--- src/hw/rtl/nearest_waypoint_lookahead_defines.svh ---
// assertion macros for the nearest waypoint lookahead block
`ifndef NEAREST_WAYPOINT_LOOKAHEAD_DEFINES_SVH
`define NEAREST_WAYPOINT_LOOKAHEAD_DEFINES_SVH
`ifndef SYNTHESIS
`define NWL_ASSERT(lbl, prop, msg) \
  lbl: assert property (@(posedge clk_i) disable iff (!rst_ni) prop) else $error(msg);
`define NWL_ASSERT_RST(lbl, prop, msg) \
  lbl: assert property (@(posedge clk_i) prop) else $error(msg);
`else
`define NWL_ASSERT(lbl, prop, msg)
`define NWL_ASSERT_RST(lbl, prop, msg)
`endif
`endif

--- src/hw/rtl/nwl_pkg.sv ---
// shared types, constants and tables of the nearest waypoint lookahead block
`default_nettype none

package nwl_pkg;

  localparam int unsigned COORD_W      = 24;
  localparam int unsigned DIFF_W       = 25;
  localparam int unsigned SQ_W         = 48;
  localparam int unsigned HEAD_W       = 16;
  localparam int unsigned IDX_OUT_W    = 10;
  localparam int unsigned LOOK_W       = 8;
  localparam int unsigned PT_W         = 2 * COORD_W;
  localparam int unsigned CX_W         = 52;
  localparam int unsigned Z_W          = 24;
  localparam int unsigned SCALE_SH     = 24;
  localparam int unsigned ROUND_SH     = 7;
  localparam int unsigned CORDIC_ITERS = 20;
  localparam int unsigned ITER_W       = 5;
  localparam int unsigned APB_AW       = 3;
  localparam int unsigned APB_DW       = 32;

  localparam logic [LOOK_W-1:0]    LOOKAHEAD_RESET = 8'd20;
  localparam logic signed [Z_W-1:0] HALF_PI_Q20    = 24'sd1647099;
  localparam logic signed [Z_W-1:0] HEADING_LIMIT  = 24'sd25736;

  localparam logic ACT_APPEND = 1'b0;
  localparam logic ACT_QUERY  = 1'b1;

  localparam logic REG_LOOKAHEAD = 1'b0;

  typedef struct packed {
    logic                      action;
    logic                      restart;
    logic signed [COORD_W-1:0] coord_x;
    logic signed [COORD_W-1:0] coord_y;
  } nwl_in_t;

  typedef struct packed {
    logic                      found;
    logic [IDX_OUT_W-1:0]      goal_index;
    logic signed [COORD_W-1:0] goal_x;
    logic signed [COORD_W-1:0] goal_y;
    logic signed [HEAD_W-1:0]  goal_heading;
  } nwl_out_t;

  typedef struct packed {
    logic clear;
    logic valid;
  } dist_ctl_t;

  typedef struct packed {
    logic                     start;
    logic signed [DIFF_W-1:0] dx;
    logic signed [DIFF_W-1:0] dy;
  } cordic_req_t;

  typedef struct packed {
    logic                     busy;
    logic                     done;
    logic signed [HEAD_W-1:0] heading;
  } cordic_rsp_t;

  typedef enum logic [3:0] {
    ST_IDLE,
    ST_SCAN,
    ST_DRAIN,
    ST_PICK,
    ST_RD_GOAL,
    ST_RD_NBR,
    ST_DIFF,
    ST_HEAD,
    ST_FINISH
  } nwl_state_e;

  typedef enum logic [1:0] {
    CS_IDLE,
    CS_ITER,
    CS_ROUND,
    CS_DONE
  } cordic_state_e;

  function automatic logic signed [Z_W-1:0] atan_q20(input logic [ITER_W-1:0] idx);
    logic signed [Z_W-1:0] v;
    unique case (idx)
      5'd0:    v = 24'sd823550;
      5'd1:    v = 24'sd486170;
      5'd2:    v = 24'sd256879;
      5'd3:    v = 24'sd130396;
      5'd4:    v = 24'sd65451;
      5'd5:    v = 24'sd32757;
      5'd6:    v = 24'sd16383;
      5'd7:    v = 24'sd8192;
      5'd8:    v = 24'sd4096;
      5'd9:    v = 24'sd2048;
      5'd10:   v = 24'sd1024;
      5'd11:   v = 24'sd512;
      5'd12:   v = 24'sd256;
      5'd13:   v = 24'sd128;
      5'd14:   v = 24'sd64;
      5'd15:   v = 24'sd32;
      5'd16:   v = 24'sd16;
      5'd17:   v = 24'sd8;
      5'd18:   v = 24'sd4;
      5'd19:   v = 24'sd2;
      default: v = '0;
    endcase
    return v;
  endfunction

endpackage

`default_nettype wire

--- src/hw/rtl/nwl_dist.sv ---
// pipelined squared distance and first minimum tracker for the waypoint scan
`default_nettype none

module nwl_dist import nwl_pkg::*; #(
  parameter int unsigned IDX_W = 10
) (
  input  logic                      clk_i,
  input  logic                      rst_ni,
  input  dist_ctl_t                 ctl_i,
  input  logic [IDX_W-1:0]          idx_i,
  input  logic signed [COORD_W-1:0] pt_x_i,
  input  logic signed [COORD_W-1:0] pt_y_i,
  input  logic signed [COORD_W-1:0] qx_i,
  input  logic signed [COORD_W-1:0] qy_i,
  output logic                      busy_o,
  output logic [IDX_W-1:0]          best_o
);

  logic                       v1_q, v2_q, have_q;
  logic [IDX_W-1:0]           i1_q, i2_q, best_q;
  logic signed [DIFF_W-1:0]   dx1_q, dy1_q, dx_d, dy_d;
  logic signed [2*DIFF_W-1:0] px, py;
  logic [SQ_W-1:0]            sx2_q, sy2_q;
  logic [SQ_W:0]              d_sum, best_d_q;
  logic                       take;

  assign dx_d  = DIFF_W'(qx_i) - DIFF_W'(pt_x_i);
  assign dy_d  = DIFF_W'(qy_i) - DIFF_W'(pt_y_i);
  assign px    = dx1_q * dx1_q;
  assign py    = dy1_q * dy1_q;
  assign d_sum = {1'b0, sx2_q} + {1'b0, sy2_q};
  assign take  = v2_q && (!have_q || (d_sum < best_d_q));

  always_ff @(posedge clk_i or negedge rst_ni) begin
    if (!rst_ni) begin
      v1_q   <= 1'b0;
      v2_q   <= 1'b0;
      have_q <= 1'b0;
    end else begin
      v1_q <= ctl_i.valid;
      v2_q <= v1_q;
      if (ctl_i.clear) begin
        have_q <= 1'b0;
      end else if (take) begin
        have_q <= 1'b1;
      end
    end
  end

  always_ff @(posedge clk_i) begin
    i1_q  <= idx_i;
    dx1_q <= dx_d;
    dy1_q <= dy_d;
    i2_q  <= i1_q;
    sx2_q <= px[SQ_W-1:0];
    sy2_q <= py[SQ_W-1:0];
    if (take) begin
      best_d_q <= d_sum;
      best_q   <= i2_q;
    end
  end

  assign busy_o = v1_q || v2_q;
  assign best_o = best_q;

endmodule

`default_nettype wire

--- config.mk ---
export PLATFORM = sky130hd
export DESIGN_NAME = nwl_dist
export DESIGN_NICKNAME = d
export VERILOG_FILES = /design/src/hw/rtl/nearest_waypoint_lookahead_defines.svh /design/src/hw/rtl/nwl_pkg.sv /design/src/hw/rtl/nwl_dist.sv
export SDC_FILE = /design/constraint.sdc
export NUM_CORES = 2
export LEC_CHECK = 0
export BUFFER_PORTS_ARGS = -buffer_cell sky130_fd_sc_hd__buf_2
export CAP_MARGIN = 20
export CELL_PAD_IN_SITES_DETAIL_PLACEMENT = 2
export CELL_PAD_IN_SITES_GLOBAL_PLACEMENT = 2
export CORE_MARGIN = 2
export CORE_UTILIZATION = 35
export CTS_BUF_LIST = sky130_fd_sc_hd__clkbuf_4 sky130_fd_sc_hd__clkbuf_8
export DETAILED_ROUTE_END_ITERATION = 16
export PLACE_DENSITY = 0.69
export SYNTH_ARGS = -nofsm -noshare
export SYNTH_HDL_FRONTEND = slang
export SYNTH_SLANG_ARGS = --single-unit
--- constraint.sdc ---
create_clock -name clk_i -period 11.1 [get_ports clk_i]
set_input_delay 2.22 -clock clk_i [delete_from_list [all_inputs] [get_ports clk_i]]
set_output_delay 2.22 -clock clk_i [all_outputs]
set_load 0.03 [all_outputs]
# Word level (Yosys, flattened, before mapping)
# Cells that the tools add are included.
[word_totals]
regBits = 228
wordCells = 24
input_bits = 110
[classes]
mux = 2
n_mul = 2
add_sub_neg = 3
order_cmp = 1
n_reduce_logical = 5
[ops]
columns = ["cell", "n"]
rows = [
  ["multiplier 25 x 25 -> 48 bit", 2],
  ["subtractor 24 x 24 -> 25 bit", 2],
  ["adder 48 x 48 -> 49 bit", 1],
  ["less-than comparator 49 bit", 1],
  ["logical OR 1 bit", 2],
  ["two-way mux 1 bit", 2],
  ["nonzero test 2 bit", 1],
  ["logical AND 1 bit", 1],
  ["zero test 1 bit", 1],
]

# Longest topological paths before layout
[logic_depth]
depth_word = 6
mapped_depth = 29
ltp_nobuf = 27

# Least setup slack after synthesis
# OpenSTA, ideal clock, no wires.
[synth_timing]
path_kind = "register to register"
start = "register sx2_q[3]"
end = "register best_d_q[0] (enable)"
arrival_time_ps = 7205
setup_time_ps = 511
path_stages_with_launch = 22
path_slack_ps = 3384
path_cell_list = "dfxtp_1 > ha_1 > a211oi_2 > nor2_2 > o41ai_4 > o21ai_0 > o21a_1 > o21a_1 > o211ai_1 > o21a_1 > nor2_1 > ha_1 > a21o_1 > a21o_1 > a21o_1 > a21o_1 > a21o_1 > a21o_1 > a221o_1 > a41oi_1 > o31ai_1 > a31oi_1"
[synth_between]
elab_chain_len = 4
[synth_rtl]
columns = ["element", "line", "text"]
rows = [
  ["from (decl)", "nwl_dist.sv:23", "logic [SQ_W-1:0] sx2_q, sy2_q;"],
  ["from (signal assigned)", "nwl_dist.sv:55", "sx2_q <= px[SQ_W-1:0];"],
  ["adder 48 x 48 -> 49 bit", "nwl_dist.sv:31", "assign d_sum = {1'b0, sx2_q} + {1'b0, sy2_q};"],
  ["via d_sum[17]", "nwl_dist.sv:24", "logic [SQ_W:0] d_sum, best_d_q;"],
  ["less-than comparator 49 bit", "nwl_dist.sv:32", "assign take = v2_q && (!have_q || (d_sum < best_d_q));"],
  ["logical OR 1 bit", "nwl_dist.sv:32", ""],
  ["logical AND 1 bit", "nwl_dist.sv:32", ""],
  ["via take", "nwl_dist.sv:25", "logic take;"],
  ["to (signal assigned)", "nwl_dist.sv:58", "best_d_q <= d_sum;"],
  ["to (decl)", "nwl_dist.sv:24", ""],
]
# The timed path passes the listed nets, and every way through them passes these cells.
# A chain may end at the register's enable or synchronous reset.

# Worst setup path in the final report
[layout_timing]
start = "register dy1_q[4]"
end = "register sy2_q[44]"
[layout_between]
elab_chain_len = 1
[layout_rtl]
columns = ["element", "line", "text"]
rows = [
  ["from (decl)", "nwl_dist.sv:21", "logic signed [DIFF_W-1:0] dx1_q, dy1_q, dx_d, dy_d;"],
  ["from (signal assigned)", "nwl_dist.sv:53", "dy1_q <= dy_d;"],
  ["multiplier 25 x 25 -> 48 bit", "nwl_dist.sv:30", "assign py = dy1_q * dy1_q;"],
  ["via py[44]", "nwl_dist.sv:22", "logic signed [2*DIFF_W-1:0] px, py;"],
  ["to (signal assigned)", "nwl_dist.sv:56", "sy2_q <= py[SQ_W-1:0];"],
  ["to (decl)", "nwl_dist.sv:23", ""],
]
# The timed path passes the listed nets, and every way through them passes these cells.

==> flow_metrics.env <==
export IMPL_crit_path_max_fanout=21
export IMPL_drive_gt1_share_pct=5.393
export IMPL_min_delay_start="i1_q[4]"
export IMPL_cts_setup_buffers=0
export IMPL_antenna_found_initial=2
export IMPL_wl_per_cell_um=19.22
export IMPL_cts_buffer_depth=3
export IMPL_synth_avg_cell_area_sq_um=9.731
export IMPL_port_buffers=120
export IMPL_yosysSeqAreaShare_pct=10.16
export IMPL_hold_buffers=0
export IMPL_rsz0062_at_grt="false"
export IMPL_status="complete, no violations"
export IMPL_synth_cell_types=77
export IMPL_place_congestion=0.8126
export IMPL_reg2reg_from="dy1_q[4]"
export IMPL_hpwlAfterDp_um=118100
export IMPL_relSlewSlack_pct=36.16
export IMPL_multi_input_area_sq_um=39360
export IMPL_ant_nets=0
export IMPL_r2r_end="sy2_q[44]"
export IMPL_insertion_delay_ps=730
export IMPL_cp_num_buf_inv=6
export IMPL_yosysWarnings=0
export IMPL_synth_area_leaders="fa_1 47%, inv_1 11%, ha_1 11%"
export IMPL_r2r_cells=24
export IMPL_clock_skew_ps=79.52
export IMPL_area_growth_pct=7.700
export IMPL_die_width_um=383.9
export IMPL_ys_flop_type="dfxtp_1"
export IMPL_pre_cts_ws_ps=2889
export IMPL_wl_um=138900
export IMPL_cp_top_family="adder cells"
export IMPL_synth_edf_count=59
export IMPL_final_util_pct=37.91
export IMPL_final_min_clock_period_ps=8327
export IMPL_hold_end="i2_q[4]"
export IMPL_finalHoldViolCount=0
export IMPL_synth_fp_nets=6922
export IMPL_row_count=139
export IMPL_hold_slack_ps=331.5
export IMPL_fmaxAchievable_mhz=120.1
export IMPL_drt_iter0_drc=977
export IMPL_drv_slew=0
export IMPL_fin_ws_ps=2773
export IMPL_grt_total_usage_pct=19.73
export IMPL_grt_overflow=0
export IMPL_period_share_pct=75.02
export IMPL_cp_arrival_ps=8980
export IMPL_vias=34210
export IMPL_cap_violations=0
export IMPL_finalNetCount=7018
export IMPL_grt_pass1_vias=42030
export IMPL_synth_top_cell_area_share_pct=47.01
export IMPL_worst_hold_path_type="flop to flop"
export IMPL_die_area_sq_um=147300
export IMPL_htree_levels=2
export IMPL_clkTransAtPathRegs_ps=60
export IMPL_synth_async_reset_ratio_pct=1.327
export IMPL_die_h_um=383.9
export IMPL_final_cell_mix="1,483 x inv_1, 1,186 x fa_1, 436 x ha_1"
export IMPL_drc=0
export IMPL_cp_slowest_stage_delay_ps=560
export IMPL_grt_max_degree=52
export IMPL_hold_depth=0
export IMPL_netlist_instances=5190
export IMPL_ctsResizeCount=0
export IMPL_crit_path_frequent_cell="fa_1"
export IMPL_crit_path_top_delay_cell="clkinv_1"
export IMPL_regToRegSetupSlack_ps=2770
export IMPL_ys_ff_latch=226
export IMPL_n_fill_cell=15740
export IMPL_core_sq_um=143500
export IMPL_yosysTopAreaCell="fa_1"
export IMPL_cts_root_buf="clkbuf_8"
export IMPL_cts_buffers=44
export IMPL_grt_pass1_wl_um=226700
export IMPL_path_cells="buf_4, clkinv_1, nor2_1, fa_1, fa_1, fa_1, inv_1, fa_1, inv_1, fa_1, fa_1, inv_1, fa_1, inv_1, ha_1, and3_1, and2_1, o311ai_0, a211oi_1, o21bai_1, nand3_1, a311o_1, a21oi_1, xnor2_1"
export IMPL_startpoint_type="flop"
export IMPL_first_pass_iters=5
export IMPL_layout_commonest_cell="inv_1"
export IMPL_cts_tree="built"
export IMPL_setup_tns_ps=0
export IMPL_endpoint_kind="flop"
export IMPL_clkSinkCount=226
export IMPL_ff_latch_area_sq_um=5132
export IMPL_timing_worst_slew_pin_value_ps=954.8
export IMPL_crit_type="flop to flop"
export IMPL_io_pins=121
export IMPL_start_util_pct=35.20
export IMPL_synth_area_sq_um=50500
export IMPL_setup_viol=0
export IMPL_crit_path_start="dy1_q[4]"
export IMPL_worstPathRequired_ps=11750
export IMPL_drt_vias_per_instance=4.734
## through the flow
| step | instances | instance area (sq um) |
|---|---|---|
| 3_3_place_gp | 7143 | 53430 |
| 5_1_grt | 7226 | 54390 |
| 3_5_place_dp | 7143 | 53430 |
| 6_report | 7226 | 54390 |
| 4_1_cts | 7225 | 54390 |
| 2_1_floorplan | 5190 | 50500 |
## per-layer routing
metal / wire length [um] / global-route usage [%] / vias to the layer above
met5: 0 / 0 / -
met4: 3208 / 4.866 / 0
met3: 3012 / 1.799 / 160
met2: 76140 / 37.76 / 318
met1: 56510 / 23.49 / 18190
li1: - / - / 15550
## logic make-up (layout without fill, tap and decap cells)
| kind of cell | count (synthesis) | count (layout) | share of synthesized area, % |
|---|---|---|---|
| other | 0 | 1 | 0 |
| adders and majority gates | 1622 | 1622 | 57.82 |
| and+or+nand+nor | 1013 | 1013 | 9.707 |
| DFF | 226 | 226 | 10.16 |
| buffers and inverters | 1606 | 1738 | 11.94 |
| xor gates and xnor gates | 212 | 212 | 3.677 |
| muxes | 3 | 3 | 0.06194 |
| AOI/OAI and AO/OA | 508 | 508 | 6.642 |
## worst max-delay path by stage
stage / to / slack [ps] / cells after the start
global route: sy2_q[42] / 2480 / 24
global placement: sy2_q[44] / 3130 / 24
detailed placement: sy2_q[44] / 2890 / 24
CTS: sy2_q[44] / 2870 / 24
finish: sy2_q[44] / 2770 / 24
floorplan: best_d_q[0] / 3380 / 21
## worst reg2reg max path, cell delays in order, from the launching register on
cell and delay, ps:
dfxtp_1 310, buf_4 320, clkinv_1 580, nor2_1 400, fa_1 490, fa_1 470
fa_1 560, inv_1 60, fa_1 530, inv_1 70, fa_1 500, fa_1 490
inv_1 50, fa_1 490, inv_1 40, ha_1 350, and3_1 220, and2_1 180
o311ai_0 530, a211oi_1 180, o21bai_1 450, nand3_1 280, a311o_1 390, a21oi_1 180
xnor2_1 130
## registers in the layout (all words and copies together) (netlist names), 10 cells and up
register / flops
best_d_q: 49
best_o: 10
sy2_q: 47
dx1_q: 25
i1_q: 10
dy1_q: 25
sx2_q: 47
i2_q: 10
## layout make-up
type / instances / area share (%)
Clock buffer: 62 / 1.419
Clock inverter: 20 / 0.3520
Sequential cell: 226 / 9.436
Timing Repair Buffer: 170 / 1.794
Tap cell: 1903 / 4.378
Antenna cell: 1 / 0.004601
Inverter: 1486 / 10.26
Multi-Input combinational cell: 3358 / 72.36
## synth_stat cells, drive strengths merged, types with 58 or more instances
cell type and count:
inv 1483, fa 1186, ha 436, nand2 411
and2 232, dfxtp 164, xnor2 156, a21oi 153
nor2 149, clkbuf 117, a21o 101, o21ai 87
edfxtp 59, nor2b 58
Power is left out: the tool's default activity adds up to more than one toggle a clock period on the data nets, which glitch-free logic cannot reach.
